**src/llps_pkg.sv**
```systemverilog
// Shared types and constants of the load-line parser.
`default_nettype none

package llps_pkg;

  // Input operation codes carried in the slave tuser
  localparam logic [1:0] OP_FEED    = 2'd0;
  localparam logic [1:0] OP_QUERY   = 2'd1;
  localparam logic [1:0] OP_RESTART = 2'd2;

  // Characters of interest in the feed
  localparam logic [7:0] CHAR_ZERO    = 8'h30;
  localparam logic [7:0] CHAR_NINE    = 8'h39;
  localparam logic [7:0] CHAR_SPACE   = 8'h20;
  localparam logic [7:0] CHAR_TAB     = 8'h09;
  localparam logic [7:0] CHAR_NEWLINE = 8'h0A;

  // Number limits
  localparam int unsigned NUM_MAX    = 1000;
  localparam int unsigned LOAD_MAX   = 100;
  localparam int unsigned NUM_FIELDS = 5;

  localparam int unsigned WINDOW_W = 31;

  // Line event reported with every result
  typedef enum logic [1:0] {
    EV_NONE      = 2'd0,
    EV_ACCEPTED  = 2'd1,
    EV_MALFORMED = 2'd2,
    EV_EMPTY     = 2'd3
  } llps_event_t;

  typedef logic [6:0] load_t;

  // One input item as held in the input register
  typedef struct packed {
    logic [1:0]  op;
    logic [7:0]  data_byte;
    logic [31:0] now_ms;
  } llps_item_t;

  // One result item
  typedef struct packed {
    logic        fresh;
    load_t [4:0] loads;
    llps_event_t line_event;
  } llps_result_t;

endpackage

`default_nettype wire

```
**src/llps_in_reg.sv**
```systemverilog
// Input register of the load-line parser: holds one accepted transaction.
`default_nettype none

module llps_in_reg
  import llps_pkg::*;
(
  input  wire logic       clk,
  input  wire logic       rst,
  input  wire logic       in_valid,
  output logic            in_ready,
  input  wire llps_item_t in_item,
  output logic            item_valid,
  output llps_item_t      item,
  input  wire logic       item_take
);

  // Room when empty or when the held item leaves this cycle
  assign in_ready = !item_valid || item_take;

  // Occupancy flag
  always_ff @(posedge clk) begin
    if (rst) begin
      item_valid <= 1'b0;
    end else if (in_ready) begin
      item_valid <= in_valid;
    end
  end

  // Payload, no reset needed
  always_ff @(posedge clk) begin
    if (in_valid && in_ready) begin
      item <= in_item;
    end
  end

endmodule

`default_nettype wire

```
**src/llps_step.sv**
```systemverilog
// Freshness check and result forming of the load-line parser for one item.
`default_nettype none

module llps_step
  import llps_pkg::*;
(
  input  wire logic [WINDOW_W-1:0] window,
  input  wire logic [31:0]         now_ms,
  input  wire logic [31:0]         stamp,
  input  wire logic                have_values,
  input  wire logic                accepted,
  input  wire load_t [4:0]         loads,
  input  wire llps_event_t         line_event,
  output llps_result_t             result
);

  logic [31:0] age;
  logic        fresh;

  // Freshness after this step; a fresh accept has age zero
  always_comb begin
    age   = now_ms - stamp;
    fresh = have_values &&
            (accepted || age[31] || (age[30:0] <= window));
    result.fresh      = fresh;
    result.loads      = fresh ? loads : '0;
    result.line_event = line_event;
  end

endmodule

`default_nettype wire

```
**src/llps_out_reg.sv**
```systemverilog
// Result register of the load-line parser: drives the master stream.
`default_nettype none

module llps_out_reg
  import llps_pkg::*;
(
  input  wire logic         clk,
  input  wire logic         rst,
  input  wire logic         load,
  input  wire llps_result_t result_in,
  output logic              out_valid,
  input  wire logic         out_ready,
  output llps_result_t      result
);

  // Valid flag: set on load, cleared once the result is taken
  always_ff @(posedge clk) begin
    if (rst) begin
      out_valid <= 1'b0;
    end else if (load) begin
      out_valid <= 1'b1;
    end else if (out_ready) begin
      out_valid <= 1'b0;
    end
  end

  // Payload
  always_ff @(posedge clk) begin
    if (load) begin
      result <= result_in;
    end
  end

endmodule

`default_nettype wire

```
**src/llps_parse.sv**
```systemverilog
// Parser state, stored loads, freshness check and result forming for one item.
`default_nettype none

module llps_parse
  import llps_pkg::*;
#(
  parameter int unsigned LINE_LIMIT = 256
) (
  input  wire logic                clk,
  input  wire logic                rst,
  input  wire logic                cfg_wr_en,
  input  wire logic [WINDOW_W-1:0] cfg_wr_data,
  input  wire logic                step,
  input  wire llps_item_t          item,
  output llps_result_t             result
);

  localparam int unsigned LEN_W = $clog2(LINE_LIMIT + 1);
  localparam int unsigned FI_W  = $clog2(NUM_FIELDS + 1);

  // Registers
  logic [WINDOW_W-1:0] fresh_window_ms;
  logic                have_values;
  logic [31:0]         update_stamp;
  load_t [4:0]         stored_loads;
  load_t [4:0]         pending_loads;
  logic [LEN_W-1:0]    line_length;
  logic [FI_W-1:0]     field_index;
  logic                in_number;
  logic [9:0]          number_value;
  logic                line_bad;

  // Next values
  logic                have_values_next;
  logic [31:0]         update_stamp_next;
  load_t [4:0]         stored_loads_next;
  load_t [4:0]         pending_loads_next;
  logic [LEN_W-1:0]    line_length_next;
  logic [FI_W-1:0]     field_index_next;
  logic                in_number_next;
  logic [9:0]          number_value_next;
  logic                line_bad_next;

  // Working signals
  logic                is_newline;
  logic                is_digit;
  logic                is_blank;
  logic [3:0]          digit;
  logic [13:0]         product;
  logic                commit_do;
  load_t               clamped;
  load_t [4:0]         pending_commit;
  logic [FI_W-1:0]     field_commit;
  logic                accepted;
  llps_event_t         line_event;

  // Byte classes
  always_comb begin
    is_newline = (item.data_byte == CHAR_NEWLINE);
    is_digit   = item.data_byte inside {[CHAR_ZERO:CHAR_NINE]};
    is_blank   = (item.data_byte == CHAR_SPACE) || (item.data_byte == CHAR_TAB);
    digit      = 4'(item.data_byte - CHAR_ZERO);
    product    = 14'(number_value) * 14'd10 + 14'(digit);
  end

  // Closing the number under way into the pending slot
  always_comb begin
    commit_do      = in_number && (field_index < FI_W'(NUM_FIELDS));
    clamped        = (number_value > 10'(LOAD_MAX)) ? 7'(LOAD_MAX) : number_value[6:0];
    pending_commit = pending_loads;
    if (commit_do) begin
      pending_commit[3'(field_index)] = clamped;
    end
    field_commit = commit_do ? field_index + 1'b1 : field_index;
  end

  // Parser step
  always_comb begin
    have_values_next   = have_values;
    update_stamp_next  = update_stamp;
    stored_loads_next  = stored_loads;
    pending_loads_next = pending_loads;
    line_length_next   = line_length;
    field_index_next   = field_index;
    in_number_next     = in_number;
    number_value_next  = number_value;
    line_bad_next      = line_bad;
    line_event         = EV_NONE;
    accepted           = 1'b0;
    case (item.op)
      OP_FEED: begin
        if (is_newline) begin
          pending_loads_next = pending_commit;
          if (!line_bad && field_commit == FI_W'(NUM_FIELDS) &&
              line_length < LEN_W'(LINE_LIMIT)) begin
            accepted          = 1'b1;
            stored_loads_next = pending_commit;
            update_stamp_next = item.now_ms;
            have_values_next  = 1'b1;
            line_event        = EV_ACCEPTED;
          end else if (line_length != '0) begin
            line_event = EV_MALFORMED;
          end else begin
            line_event = EV_EMPTY;
          end
          line_length_next  = '0;
          field_index_next  = '0;
          in_number_next    = 1'b0;
          number_value_next = '0;
          line_bad_next     = 1'b0;
        end else begin
          if (line_length < LEN_W'(LINE_LIMIT)) begin
            line_length_next = line_length + 1'b1;
          end
          if (!line_bad) begin
            if (is_digit) begin
              if (!in_number) begin
                if (field_index >= FI_W'(NUM_FIELDS)) begin
                  line_bad_next = 1'b1;
                end else begin
                  in_number_next    = 1'b1;
                  number_value_next = 10'(digit);
                end
              end else begin
                number_value_next = product[9:0];
                if (product > 14'(NUM_MAX)) begin
                  line_bad_next = 1'b1;
                end
              end
            end else if (is_blank) begin
              pending_loads_next = pending_commit;
              field_index_next   = field_commit;
              in_number_next     = 1'b0;
              number_value_next  = '0;
            end else begin
              line_bad_next = 1'b1;
            end
          end
        end
      end
      OP_RESTART: begin
        line_length_next  = '0;
        field_index_next  = '0;
        in_number_next    = 1'b0;
        number_value_next = '0;
        line_bad_next     = 1'b0;
      end
      default: ;
    endcase
  end

  // Freshness after this step and result forming
  llps_step u_step (
    .window      (fresh_window_ms),
    .now_ms      (item.now_ms),
    .stamp       (update_stamp),
    .have_values (have_values_next),
    .accepted    (accepted),
    .loads       (stored_loads_next),
    .line_event  (line_event),
    .result      (result)
  );

  // Window register
  always_ff @(posedge clk) begin
    if (rst) begin
      fresh_window_ms <= '0;
    end else if (cfg_wr_en) begin
      fresh_window_ms <= cfg_wr_data;
    end
  end

  // Parser control state
  always_ff @(posedge clk) begin
    if (rst) begin
      have_values  <= 1'b0;
      update_stamp <= '0;
      line_length  <= '0;
      field_index  <= '0;
      in_number    <= 1'b0;
      number_value <= '0;
      line_bad     <= 1'b0;
    end else if (step) begin
      have_values  <= have_values_next;
      update_stamp <= update_stamp_next;
      line_length  <= line_length_next;
      field_index  <= field_index_next;
      in_number    <= in_number_next;
      number_value <= number_value_next;
      line_bad     <= line_bad_next;
    end
  end

  // Load values, no reset; stored loads are read only once have_values is set
  always_ff @(posedge clk) begin
    if (step) begin
      stored_loads  <= stored_loads_next;
      pending_loads <= pending_loads_next;
    end
  end

  // Checks
  a_field_bound: assert property (@(posedge clk) disable iff (rst)
    field_index <= FI_W'(NUM_FIELDS))
    else $error("field index beyond five");

  a_number_slot: assert property (@(posedge clk) disable iff (rst)
    in_number |-> (field_index < FI_W'(NUM_FIELDS)))
    else $error("number open with no free slot");

  a_length_sat: assert property (@(posedge clk) disable iff (rst)
    line_length <= LEN_W'(LINE_LIMIT))
    else $error("line length past saturation");

  a_accept_fresh: assert property (@(posedge clk) disable iff (rst)
    (step && line_event == EV_ACCEPTED) |-> result.fresh)
    else $error("accepted line not reported fresh");

  a_accept_stamp: assert property (@(posedge clk) disable iff (rst)
    (step && line_event == EV_ACCEPTED) |=> (have_values && update_stamp == $past(item.now_ms)))
    else $error("accepted line did not stamp the time");

endmodule

`default_nettype wire

```
**src/load_line_parser_with_staleness_core.sv**
```systemverilog
// Top level of the load-line parser with staleness check.
//
// Slave stream: one transaction per item; tuser holds the operation (feed byte,
// time query, restart), tdata the feed byte and the millisecond clock. Master
// stream: one result transaction per item with the five loads and the line
// event. The freshness window is written through cfg_wr_en / cfg_wr_data; the user
// must write it only while the block is idle, which the block does not enforce.
//
// An accepted item is held in the input register, and the parser step loads its
// result into the result register that drives the master side. Throughput is one
// item per cycle while the receiver takes results: the parser step is a single
// registered pass between the input register and the result register, with the
// byte-wise multiply-by-ten accumulate as its longest path. When the receiver
// stalls, the held result stays and one further item can be accepted into the
// input register; then tready drops until the result is taken. Reset clears the
// line state, the stored flag and the window; there is no clearing pass and the
// block can accept items as soon as reset is released.
`default_nettype none

module load_line_parser_with_staleness_core
  import llps_pkg::*;
#(
  parameter int unsigned LINE_LIMIT = 256
) (
  input  wire logic                clk,
  input  wire logic                rst,
  input  wire logic                cfg_wr_en,
  input  wire logic [WINDOW_W-1:0] cfg_wr_data,   // fresh_window_ms
  input  wire logic                s_axis_tvalid,
  output logic                     s_axis_tready,
  input  wire logic [39:0]         s_axis_tdata,  // data_byte[7:0], now_ms[39:8]
  input  wire logic [1:0]          s_axis_tuser,  // op[1:0]
  output logic                     m_axis_tvalid,
  input  wire logic                m_axis_tready,
  output logic [39:0]              m_axis_tdata,  // cpu[6:0] net[13:7] xeq[20:14]
                                                  // mem[27:21] pag[34:28] zero[39:35]
  output logic [2:0]               m_axis_tuser   // fresh[0], line_event[2:1]
);

  llps_item_t   in_item;
  llps_item_t   item;
  logic         item_valid;
  logic         step;
  llps_result_t step_result;
  llps_result_t out_result;

  // Unpack the slave transaction
  assign in_item.op        = s_axis_tuser;
  assign in_item.data_byte = s_axis_tdata[7:0];
  assign in_item.now_ms    = s_axis_tdata[39:8];

  // One step whenever an item waits and the result register has room
  assign step = item_valid && (!m_axis_tvalid || m_axis_tready);

  llps_in_reg u_in_reg (
    .clk        (clk),
    .rst        (rst),
    .in_valid   (s_axis_tvalid),
    .in_ready   (s_axis_tready),
    .in_item    (in_item),
    .item_valid (item_valid),
    .item       (item),
    .item_take  (step)
  );

  llps_parse #(
    .LINE_LIMIT (LINE_LIMIT)
  ) u_parse (
    .clk         (clk),
    .rst         (rst),
    .cfg_wr_en   (cfg_wr_en),
    .cfg_wr_data (cfg_wr_data),
    .step        (step),
    .item        (item),
    .result      (step_result)
  );

  llps_out_reg u_out_reg (
    .clk       (clk),
    .rst       (rst),
    .load      (step),
    .result_in (step_result),
    .out_valid (m_axis_tvalid),
    .out_ready (m_axis_tready),
    .result    (out_result)
  );

  // Pack the master transaction
  assign m_axis_tdata = {5'd0, out_result.loads[4], out_result.loads[3],
                         out_result.loads[2], out_result.loads[1], out_result.loads[0]};
  assign m_axis_tuser = {out_result.line_event, out_result.fresh};

endmodule

`default_nettype wire
```
**config.mk**
```make
export PLATFORM = sky130hd
export DESIGN_NAME = load_line_parser_with_staleness_core
export DESIGN_NICKNAME = d
export VERILOG_FILES = /design/src/llps_pkg.sv /design/src/llps_in_reg.sv /design/src/llps_step.sv /design/src/llps_out_reg.sv /design/src/llps_parse.sv /design/src/load_line_parser_with_staleness_core.sv
export SDC_FILE = /design/constraint.sdc
export NUM_CORES = 1
export LEC_CHECK = 0
export BUFFER_PORTS_ARGS = -buffer_cell sky130_fd_sc_hd__clkbuf_2
export CORE_MARGIN = 2
export CORE_UTILIZATION = 40
export DETAILED_ROUTE_END_ITERATION = 8
export GPL_TIMING_DRIVEN = 0
export SETUP_SLACK_MARGIN = 0.1
export SLEW_MARGIN = 10
export SYNTH_ARGS = -nofsm -noshare
export SYNTH_HDL_FRONTEND = slang
export SYNTH_HIERARCHICAL = 1
export SYNTH_SLANG_ARGS = --single-unit
```
**constraint.sdc**
```tcl
create_clock -name clk -period 11.1 [get_ports clk]
set_input_delay 2.775 -clock clk [delete_from_list [all_inputs] [get_ports clk]]
set_output_delay 2.775 -clock clk [all_outputs]
set_load 0.05 [all_outputs]
```
==> impl_metrics.env, run 1 <==
export IMPL_cts_root_buffer="clkbuf_16"
export IMPL_io_buffers=116
export IMPL_cpMostUsedCell="clkbuf_2"
export IMPL_cts_setup_buffers=0
export IMPL_routed_wirelength_um=36300
export IMPL_synthFlopType="edfxtp_1"
export IMPL_grt_ovfl_total=0
export IMPL_slew_headroom=0.246
export IMPL_yosys_warnings=6
export IMPL_yosysTopAreaCell="edfxtp_1"
export IMPL_ys_ff_latch=240
export IMPL_path_class="in -> out"
export IMPL_layout_drive_gt1_share=0.156
export IMPL_io_pins=123
export IMPL_cts_inserted_buffers=28
export IMPL_insertion_delay_ns=0.55
export IMPL_layout_common_cells="nand2_1 (184), edfxtp_1 (150), clkbuf_2 (116)"
export IMPL_viasPerCell=5.50
export IMPL_grt_pass1_vias=11200
export IMPL_dieArea_um2=36600
export IMPL_synth_edf_count=150
export IMPL_start_util=0.406
export IMPL_area_growth_syn_to_layout_pct=15.5
export IMPL_rsz0062_at_grt="false"
export IMPL_route_vias_total=11700
export IMPL_drt_iter0_drc=1026
export IMPL_antenna_found_initial=0
export IMPL_clock_sinks=240
export IMPL_die_y_um=191
export IMPL_drt_first_pass_iters=6
export IMPL_worstSetupEndpointType="output pin"
export IMPL_critPathArrivalTime_ns=3.67
export IMPL_skew_ns=0.0111
export IMPL_hold_buffers=0
export IMPL_htreeDepth=1
export IMPL_path_buf_inv=3
export IMPL_synth_top_area_share=0.321
export IMPL_fin_nets=1811
export IMPL_avgRoutedWirePerCell_um=17.1
export IMPL_worst_setup_path_start_kind="input port"
export IMPL_cp_depth=5
export IMPL_cts_tree="done"
export IMPL_place_area_um2=15300
export IMPL_crit_family="buffers and inverters"
export IMPL_diodes=0
export IMPL_fin_util=0.469
export IMPL_finalMaxSlewViolations=0
export IMPL_place_hpwl_um=26200
export IMPL_p_leak_nw=5.97
export IMPL_power_density_nw_per_um2=132
export IMPL_holdPathStages=2
export IMPL_postSynthAreaPerCell_um2=9.41
export IMPL_hold_viol=0
export IMPL_ys_top_cells_by_area="edfxtp_1 (32%), dfxtp_1 (13%), ha_1 (7.6%)"
export IMPL_ant_nets=0
export IMPL_critPathSlowestCell="clkbuf_2"
export IMPL_final_cell_area_um2=16200
export IMPL_multi_input_area_um2=6990
export IMPL_async_flop_share=0
export IMPL_track_usage=0.198
export IMPL_finalCritPeriodShare=0.580
export IMPL_ir_drop_uv=123
export IMPL_final_common_cell="nand2_1"
export IMPL_syn_area_um2=14000
export IMPL_r2r_cells=21
export IMPL_cts_buffer_depth=3
export IMPL_cp_data_required_time_ns=8.33
export IMPL_core_area_um2=34500
export IMPL_row_count=68
export IMPL_grt_start_max_net_pins=43
export IMPL_outcome="complete, no violations"
export IMPL_max_freq_ghz=0.155
export IMPL_cap_violations=0
export IMPL_fin_crit_ns=6.44
export IMPL_finalSetupViolCount=0
export IMPL_synth_cell_types=86
export IMPL_postCtsResizedCells=0
export IMPL_tightest_slew_ns=1.12
export IMPL_filler_cell_count=3325
export IMPL_ys_seq_area_frac=0.450
export IMPL_grt_first_pass_wirelength_um=58300
export IMPL_drc=0
export IMPL_place_congestion=0.876
export IMPL_totalPowerFinal_mw=2.15
export IMPL_path_cells="clkbuf_2, inv_1, a21boi_4, nand2b_4, clkbuf_2"
export IMPL_path_clk_slew_ns=0.05
export IMPL_cp_slowest_stage_delay_ns=0.28
export IMPL_die_w_um=191
export IMPL_syn_inst=1490
export IMPL_critPathMaxFanout=6
export IMPL_hold_path_class="reg -> reg"
export IMPL_regArea_um2=6310
## worst min-delay path: cells and delay by family, from the launching register on
kind	cells	cell delay [ns]
AOI/OAI and AO/OA	1	0.05
DFF	1	0.30
and+or+nand+nor	1	0.05
## path summary, 6_finish.rpt
kind / start / slack [ns] / endpoint
max reg2reg: u_in_reg/item[0] / 5.58 / u_out_reg/result[37]
max: m_axis_tready / 4.66 / s_axis_tready
min reg2reg: u_parse/update_stamp[24] / 0.45 / u_parse/update_stamp[24]
min: u_parse/update_stamp[24] / 0.45 / u_parse/update_stamp[24]
## cells by family after synthesis
kind of cell / share of synthesized area
AO/OA/AOI/OAI: 0.160
flip-flops: 0.450
buffers and inverters: 0.0550
other: 0.000267
adder cells (fa/ha/maj): 0.0801
XOR/XNOR: 0.0225
multiplexers: 0.0546
AND/OR/NAND/NOR: 0.178
## per-layer routing
| metal | part of all wire | global-route usage |
|---|---|---|
| met3 | 0.054 | 0.0240 |
| met1 | 0.48 | 0.280 |
| met2 | 0.45 | 0.321 |
| met5 | 0 | 0 |
| met4 | 0.016 | 0.0500 |
## power by group
group / internal (mW) / leakage, nW / switching (mW)
combinational: 0.0936 / 3.62 / 0.187
clock: 0.499 / 0.431 / 0.375
sequential: 0.974 / 1.91 / 0.0169
total: 1.57 / 5.97 / 0.579
## flip-flops by register name (all words and copies together), names as in the netlist, 3 cells and up
register	flops
u_in_reg/item	42
u_out_reg/result	38
u_parse/field_index	3
u_parse/fresh_window_ms	31
u_parse/line_length	9
u_parse/number_value	10
u_parse/pending_loads	35
u_parse/stored_loads	35
u_parse/update_stamp	32
## final cells by class
class,instances,area share
buffer,90,0.0270
clock buffer,32,0.0455
clock inverter,20,0.00834
inverter,89,0.0206
multi-input combinational,1075,0.431
sequential,240,0.389
tap,455,0.0351
timing repair buffer,121,0.0431
## synthesized netlist by cell type, types with 8 or more instances
master,number
edfxtp_1,150
or3_1,13
a21oi_1,100
a211oi_1,9
nor2b_1,9
nand2_1,184
dfxtp_1,90
xnor2_1,22
nand3_1,91
clkbuf_1,58
o21ai_0,98
and3_1,8
o21ai_1,10
nor4_1,12
nand2b_1,9
mux2_2,35
nand4_1,13
buf_4,8
a21o_1,31
nor2_1,102
ha_1,85
mux2i_1,36
xor2_1,14
a32oi_1,36
nor3_1,47
inv_1,88
buf_2,14
## per-stage QoR
stage	worst slack [ns]	setup TNS (ns)	hold slack, ns	std cells
3_3_place_gp	-1.20	-26.61	0.442	2065
6_report	4.66	0	0.452	2122
4_1_cts	4.64	0	0.455	2122
3_5_place_dp	4.65	0	0.446	2070
5_1_grt	4.59	0	0.473	2122
2_1_floorplan	1.11	0	0.431	1494
(Power assumes the default switching activity.)
==> run 2, diff against run 1 <==
==> constraint.sdc (replaced) <==
create_clock -name clk -period 6 [get_ports clk]
set_input_delay 1.5 -clock clk [delete_from_list [all_inputs] [get_ports clk]]
set_output_delay 1.5 -clock clk [all_outputs]
set_load 0.05 [all_outputs]
==> run 2 against run 1 <==
- power is 88% higher
- routed wire length is 0.87% lower
- clock power is 91% higher
- utilization is 0.13 points higher
- global-route usage is 0.066 points lower
- non-clock buffer count stayed put
- critical endpoint is now u_out_reg/result[37]
==> impl_metrics.env, run 2 (synthesized netlist as in run 1, its figures left out) <==
export IMPL_place_congestion=0.888
export IMPL_critPathMaxFanout=10
export IMPL_cap_violations=0
export IMPL_tightest_slew_ns=1.20
export IMPL_worst_setup_path_start_kind="flop"
export IMPL_grt_ovfl_total=0
export IMPL_power_density_nw_per_um2=248
export IMPL_io_buffers=116
export IMPL_ant_nets=0
export IMPL_start_util=0.406
export IMPL_core_area_um2=34500
export IMPL_cts_buffer_depth=3
export IMPL_reg_largest_list="u_in_reg/item (42), u_out_reg/result (38)"
export IMPL_critPathArrivalTime_ns=5.95
export IMPL_critPathSlowestCell="clkbuf_1"
export IMPL_finalCritPeriodShare=0.921
export IMPL_fin_hold_ws_ns=0.452
export IMPL_ir_drop_uv=186
export IMPL_path_clk_slew_ns=0.06
export IMPL_routed_wirelength_um=35900
export IMPL_route_vias_total=11700
export IMPL_path_class="reg -> reg"
export IMPL_layout_drive_gt1_share=0.157
export IMPL_drt_first_pass_iters=6
export IMPL_drt_iter0_drc=871
export IMPL_diodes=0
export IMPL_clock_sinks=240
export IMPL_finalWorstSetupSlack_ns=0.477
export IMPL_cts_tree="done"
export IMPL_place_hpwl_um=26100
export IMPL_fin_tns_setup_ns=0
export IMPL_slew_headroom=0.195
export IMPL_die_y_um=191
export IMPL_grt_start_max_net_pins=43
export IMPL_max_freq_ghz=0.181
export IMPL_largest_reg_flops=42
export IMPL_grt_pass1_vias=11100
export IMPL_outcome="complete, no violations"
export IMPL_area_growth_syn_to_layout_pct=15.8
export IMPL_dieArea_um2=36600
export IMPL_cts_inserted_buffers=27
export IMPL_die_w_um=191
export IMPL_avgRoutedWirePerCell_um=17.0
export IMPL_post_place_ws_ns=0.413
export IMPL_hold_buffers=0
export IMPL_worstSetupEndpointType="flop"
export IMPL_grt_first_pass_wirelength_um=58500
export IMPL_rsz0062_at_grt="false"
export IMPL_place_area_um2=15300
export IMPL_fin_crit_ns=5.52
export IMPL_path_buf_inv=3
export IMPL_io_pins=123
export IMPL_hold_path_class="reg -> reg"
export IMPL_layout_common_cells="nand2_1 (184), edfxtp_1 (150), clkbuf_2 (116)"
export IMPL_track_usage=0.197
export IMPL_final_common_cell="nand2_1"
export IMPL_drc=0
export IMPL_finalMaxSlewViolations=0
export IMPL_largest_register="u_in_reg/item"
export IMPL_cp_slowest_stage_delay_ns=0.53
export IMPL_viasPerCell=5.51
export IMPL_insertion_delay_ns=0.55
export IMPL_cp_data_required_time_ns=6.43
export IMPL_cts_setup_buffers=0
export IMPL_fin_nets=1810
export IMPL_antenna_found_initial=0
export IMPL_hold_viol=0
export IMPL_final_cell_area_um2=16200
export IMPL_path_cells="inv_1, ha_1, fa_1, nor2b_1, o31a_1, o21ai_1, and2_1, o31ai_1, nor2b_1, nor2_1, xnor2_1, ha_1, a21o_1, a21o_1, a211oi_1, a311oi_1, o21ai_1, clkbuf_1, a2111oi_0, nor3_1, buf_4"
export IMPL_p_leak_nw=5.97
export IMPL_cts_root_buffer="clkbuf_16"
export IMPL_postCtsResizedCells=0
export IMPL_row_count=68
export IMPL_crit_family="compound AO/OA/AOI/OAI gates"
export IMPL_skew_ns=0.0165
export IMPL_htreeDepth=1
export IMPL_finalSetupViolCount=0
## run 2: cell types whose count changed in the layout (fill, tap and decap cells not counted), moves of 2 or more
| cell | previous run | this run |
|---|---|---|
| clkinv_2 | 9 | 5 |
| bufinv_16 | 1 | 3 |
| clkbuf_16 | 29 | 27 |
| clkinvlp_4 | 2 | 4 |
| nor4_1 | 11 | 9 |
| nor4_2 | 2 | 4 |
## run 2: stage by stage
stage | utilization | power [mW] | std cells
final | 0.470 | 4.02 | 2120
after global routing | 0.470 | 4.20 | 2120
after detailed placement | 0.444 | 2.38 | 2070
after CTS | 0.470 | 4.07 | 2120
after global placement | 0.440 | 2.37 | 2065
after floorplan | - | 2.22 | 1494
## run 2: path summary, 6_finish.rpt
path                            cells after the start                     start                        to  slack, ns
worst max-delay path                               21          u_in_reg/item[0]      u_out_reg/result[37]       0.48
worst min-delay path                                2  u_parse/update_stamp[29]  u_parse/update_stamp[29]       0.45
worst max register to register                     21          u_in_reg/item[0]      u_out_reg/result[37]       0.48
worst min register to register                      2  u_parse/update_stamp[29]  u_parse/update_stamp[29]       0.45
## run 2: layout make-up
class	count	area, um^2
buffer	90	438
clock buffer	31	701
clock inverter	19	198
fill	3306	18300
inverter	89	334
multi-input combinational	1075	7000
sequential	240	6310
tap	455	569
timing repair buffer	121	703
## run 2: per-layer routing
metal	global-route usage	up-vias	part of all wire
met2	0.315	371	0.44
met1	0.282	5523	0.48
met5	0	-	0
met4	0.0515	0	0.022
li1	-	5728	-
met3	0.0253	53	0.056
## run 2: where the power goes
part | switching, mW | internal, mW
combinational | 0.345 | 0.174
sequential | 0.0322 | 1.80
clock | 0.696 | 0.973
## run 2: worst reg2reg max path, cell delays in order (launching register included)
cell	delay, ns
edfxtp_1	0.40
inv_1	0.06
ha_1	0.25
fa_1	0.42
nor2b_1	0.17
o31a_1	0.18
o21ai_1	0.15
and2_1	0.21
o31ai_1	0.38
nor2b_1	0.19
nor2_1	0.06
xnor2_1	0.16
ha_1	0.27
a21o_1	0.17
a21o_1	0.18
a211oi_1	0.43
a311oi_1	0.17
o21ai_1	0.32
clkbuf_1	0.54
a2111oi_0	0.16
nor3_1	0.39
buf_4	0.17
==> run 3, diff against run 2 <==
--- a/config.mk
+++ b/config.mk
@@ -10,6 +10,7 @@
 export CORE_UTILIZATION = 40
 export DETAILED_ROUTE_END_ITERATION = 8
 export GPL_TIMING_DRIVEN = 0
+export RECOVER_POWER = 50
 export SETUP_SLACK_MARGIN = 0.1
 export SLEW_MARGIN = 10
 export SYNTH_ARGS = -nofsm -noshare
==> run 3 against run 2 <==
- the run now ends with max-capacitance violations, max-slew violations left
- first-iteration DRC count increased by 6.9%
- power decreased by 0.22%
- setup slack improved by 0.030 ns
- largest power group unchanged
==> impl_metrics.env, run 3 (synthesized netlist as in run 1, its figures left out) <==
export IMPL_htreeDepth=1
export IMPL_hold_buffers=0
export IMPL_cp_slowest_stage_delay_ns=0.53
export IMPL_insertion_delay_ns=0.55
export IMPL_power_density_nw_per_um2=249
export IMPL_finalMaxSlewViolations=78
export IMPL_rsz0062_at_grt="false"
export IMPL_finalWorstSetupSlack_ns=0.506
export IMPL_grt_pass1_vias=11100
export IMPL_io_buffers=116
export IMPL_place_congestion=0.888
export IMPL_cts_buffer_depth=3
export IMPL_ir_drop_uv=189
export IMPL_worst_setup_path_start_kind="flop"
export IMPL_drc=0
export IMPL_grt_start_max_net_pins=43
export IMPL_crit_family="compound AO/OA/AOI/OAI gates"
export IMPL_grt_first_pass_wirelength_um=58500
export IMPL_ant_nets=0
export IMPL_critPathSlowestCell="clkbuf_1"
export IMPL_grt_ovfl_total=0
export IMPL_avgRoutedWirePerCell_um=17.0
export IMPL_max_freq_ghz=0.182
export IMPL_fin_tns_setup_ns=0
export IMPL_cts_inserted_buffers=27
export IMPL_track_usage=0.197
export IMPL_tightest_slew_ns=2.89
export IMPL_postCtsResizedCells=0
export IMPL_core_area_um2=34500
export IMPL_viasPerCell=5.52
export IMPL_route_met2_wl_um=15900
export IMPL_final_cell_area_um2=16100
export IMPL_cp_data_required_time_ns=6.43
export IMPL_die_y_um=191
export IMPL_io_pins=123
export IMPL_path_cells="inv_1, ha_1, fa_1, nor2b_1, o31a_1, o21ai_1, and2_1, o31ai_1, nor2b_1, nor2_1, xnor2_1, ha_1, a21o_1, a21o_1, a211oi_1, a311oi_1, o21ai_1, clkbuf_1, a2111oi_0, nor3_1, buf_4"
export IMPL_hold_viol=0
export IMPL_critPathMaxFanout=10
export IMPL_dieArea_um2=36600
export IMPL_hold_path_class="reg -> reg"
export IMPL_path_buf_inv=3
export IMPL_cts_tree="done"
export IMPL_post_place_ws_ns=0.413
export IMPL_outcome="complete, but fails checks"
export IMPL_path_clk_slew_ns=0.06
export IMPL_fin_nets=1810
export IMPL_worstSetupEndpointType="flop"
export IMPL_cap_violations=2
export IMPL_fin_crit_ns=5.49
export IMPL_largest_reg_flops=42
export IMPL_met1_length_um=17300
export IMPL_largest_register="u_in_reg/item"
export IMPL_path_class="reg -> reg"
export IMPL_antenna_found_initial=0
export IMPL_clock_sinks=240
export IMPL_reg_largest_list="u_in_reg/item (42), u_out_reg/result (38)"
export IMPL_totalPowerFinal_mw=4.01
export IMPL_routed_top_layer="met4"
export IMPL_finalCritPeriodShare=0.916
export IMPL_route_vias_total=11700
export IMPL_p_leak_nw=5.90
export IMPL_diodes=0
export IMPL_place_hpwl_um=26100
export IMPL_routed_wl_met3_um=1970
export IMPL_drt_first_pass_iters=6
export IMPL_row_count=68
export IMPL_slew_headroom=-0.925
export IMPL_finalSetupViolCount=0
export IMPL_fin_hold_ws_ns=0.453
export IMPL_violations="max-capacitance violations, max-slew violations"
export IMPL_cts_root_buffer="clkbuf_16"
export IMPL_drt_iter0_drc=931
export IMPL_layout_common_cells="nand2_1 (184), edfxtp_1 (150), clkbuf_2 (114)"
export IMPL_start_util=0.406
export IMPL_die_w_um=191
export IMPL_final_common_cell="nand2_1"
export IMPL_layout_drive_gt1_share=0.149
export IMPL_skew_ns=0.0160
export IMPL_cts_setup_buffers=0
export IMPL_critPathArrivalTime_ns=5.92
export IMPL_area_growth_syn_to_layout_pct=14.8
export IMPL_routed_wirelength_um=36000
export IMPL_place_area_um2=15300
[run 3: through the flow]
stage	instances	utilization
finish	2120	0.466
global route	2120	0.466
CTS	2120	0.470
detailed placement	2070	0.444
global placement	2065	0.440
floorplan	1494	-
[run 3: final timing paths]
path	from	end	slack, ns	depth (start not counted)
setup reg to reg	u_in_reg/item[0]	u_out_reg/result[37]	0.51	21
hold / removal	u_parse/update_stamp[2]	u_parse/update_stamp[2]	0.45	2
hold reg to reg	u_parse/update_stamp[2]	u_parse/update_stamp[2]	0.45	2
setup / recovery	u_in_reg/item[0]	u_out_reg/result[37]	0.51	21
[run 3: final cells by class]
cell class	instances	area [um^2]
tap	455	569
clock inverter	19	198
timing repair buffer	121	597
sequential	240	6310
fill	3326	18400
clock buffer	31	701
buffer	90	437
inverter	89	334
multi-input combinational	1075	6960
[run 3: power by group]
part	total, mW	internal, mW	switching [mW]	leakage [nW]
registers	1.84	1.80	0.0316	1.91
clock network	1.67	0.974	0.698	0.430
logic	0.506	0.163	0.343	3.55
[run 3: tightest hold or removal path, cell delays in order, from the launching register on]
cell	delay, ns
dfxtp_1	0.30
nand2_1	0.05
a21oi_1	0.05
[run 3: metal layers]
layer  global-route usage  vias up
met5                    0        -
met1                0.282     5535
met2                0.315      377
met4               0.0515        0
li1                     -     5733
met3               0.0253       50
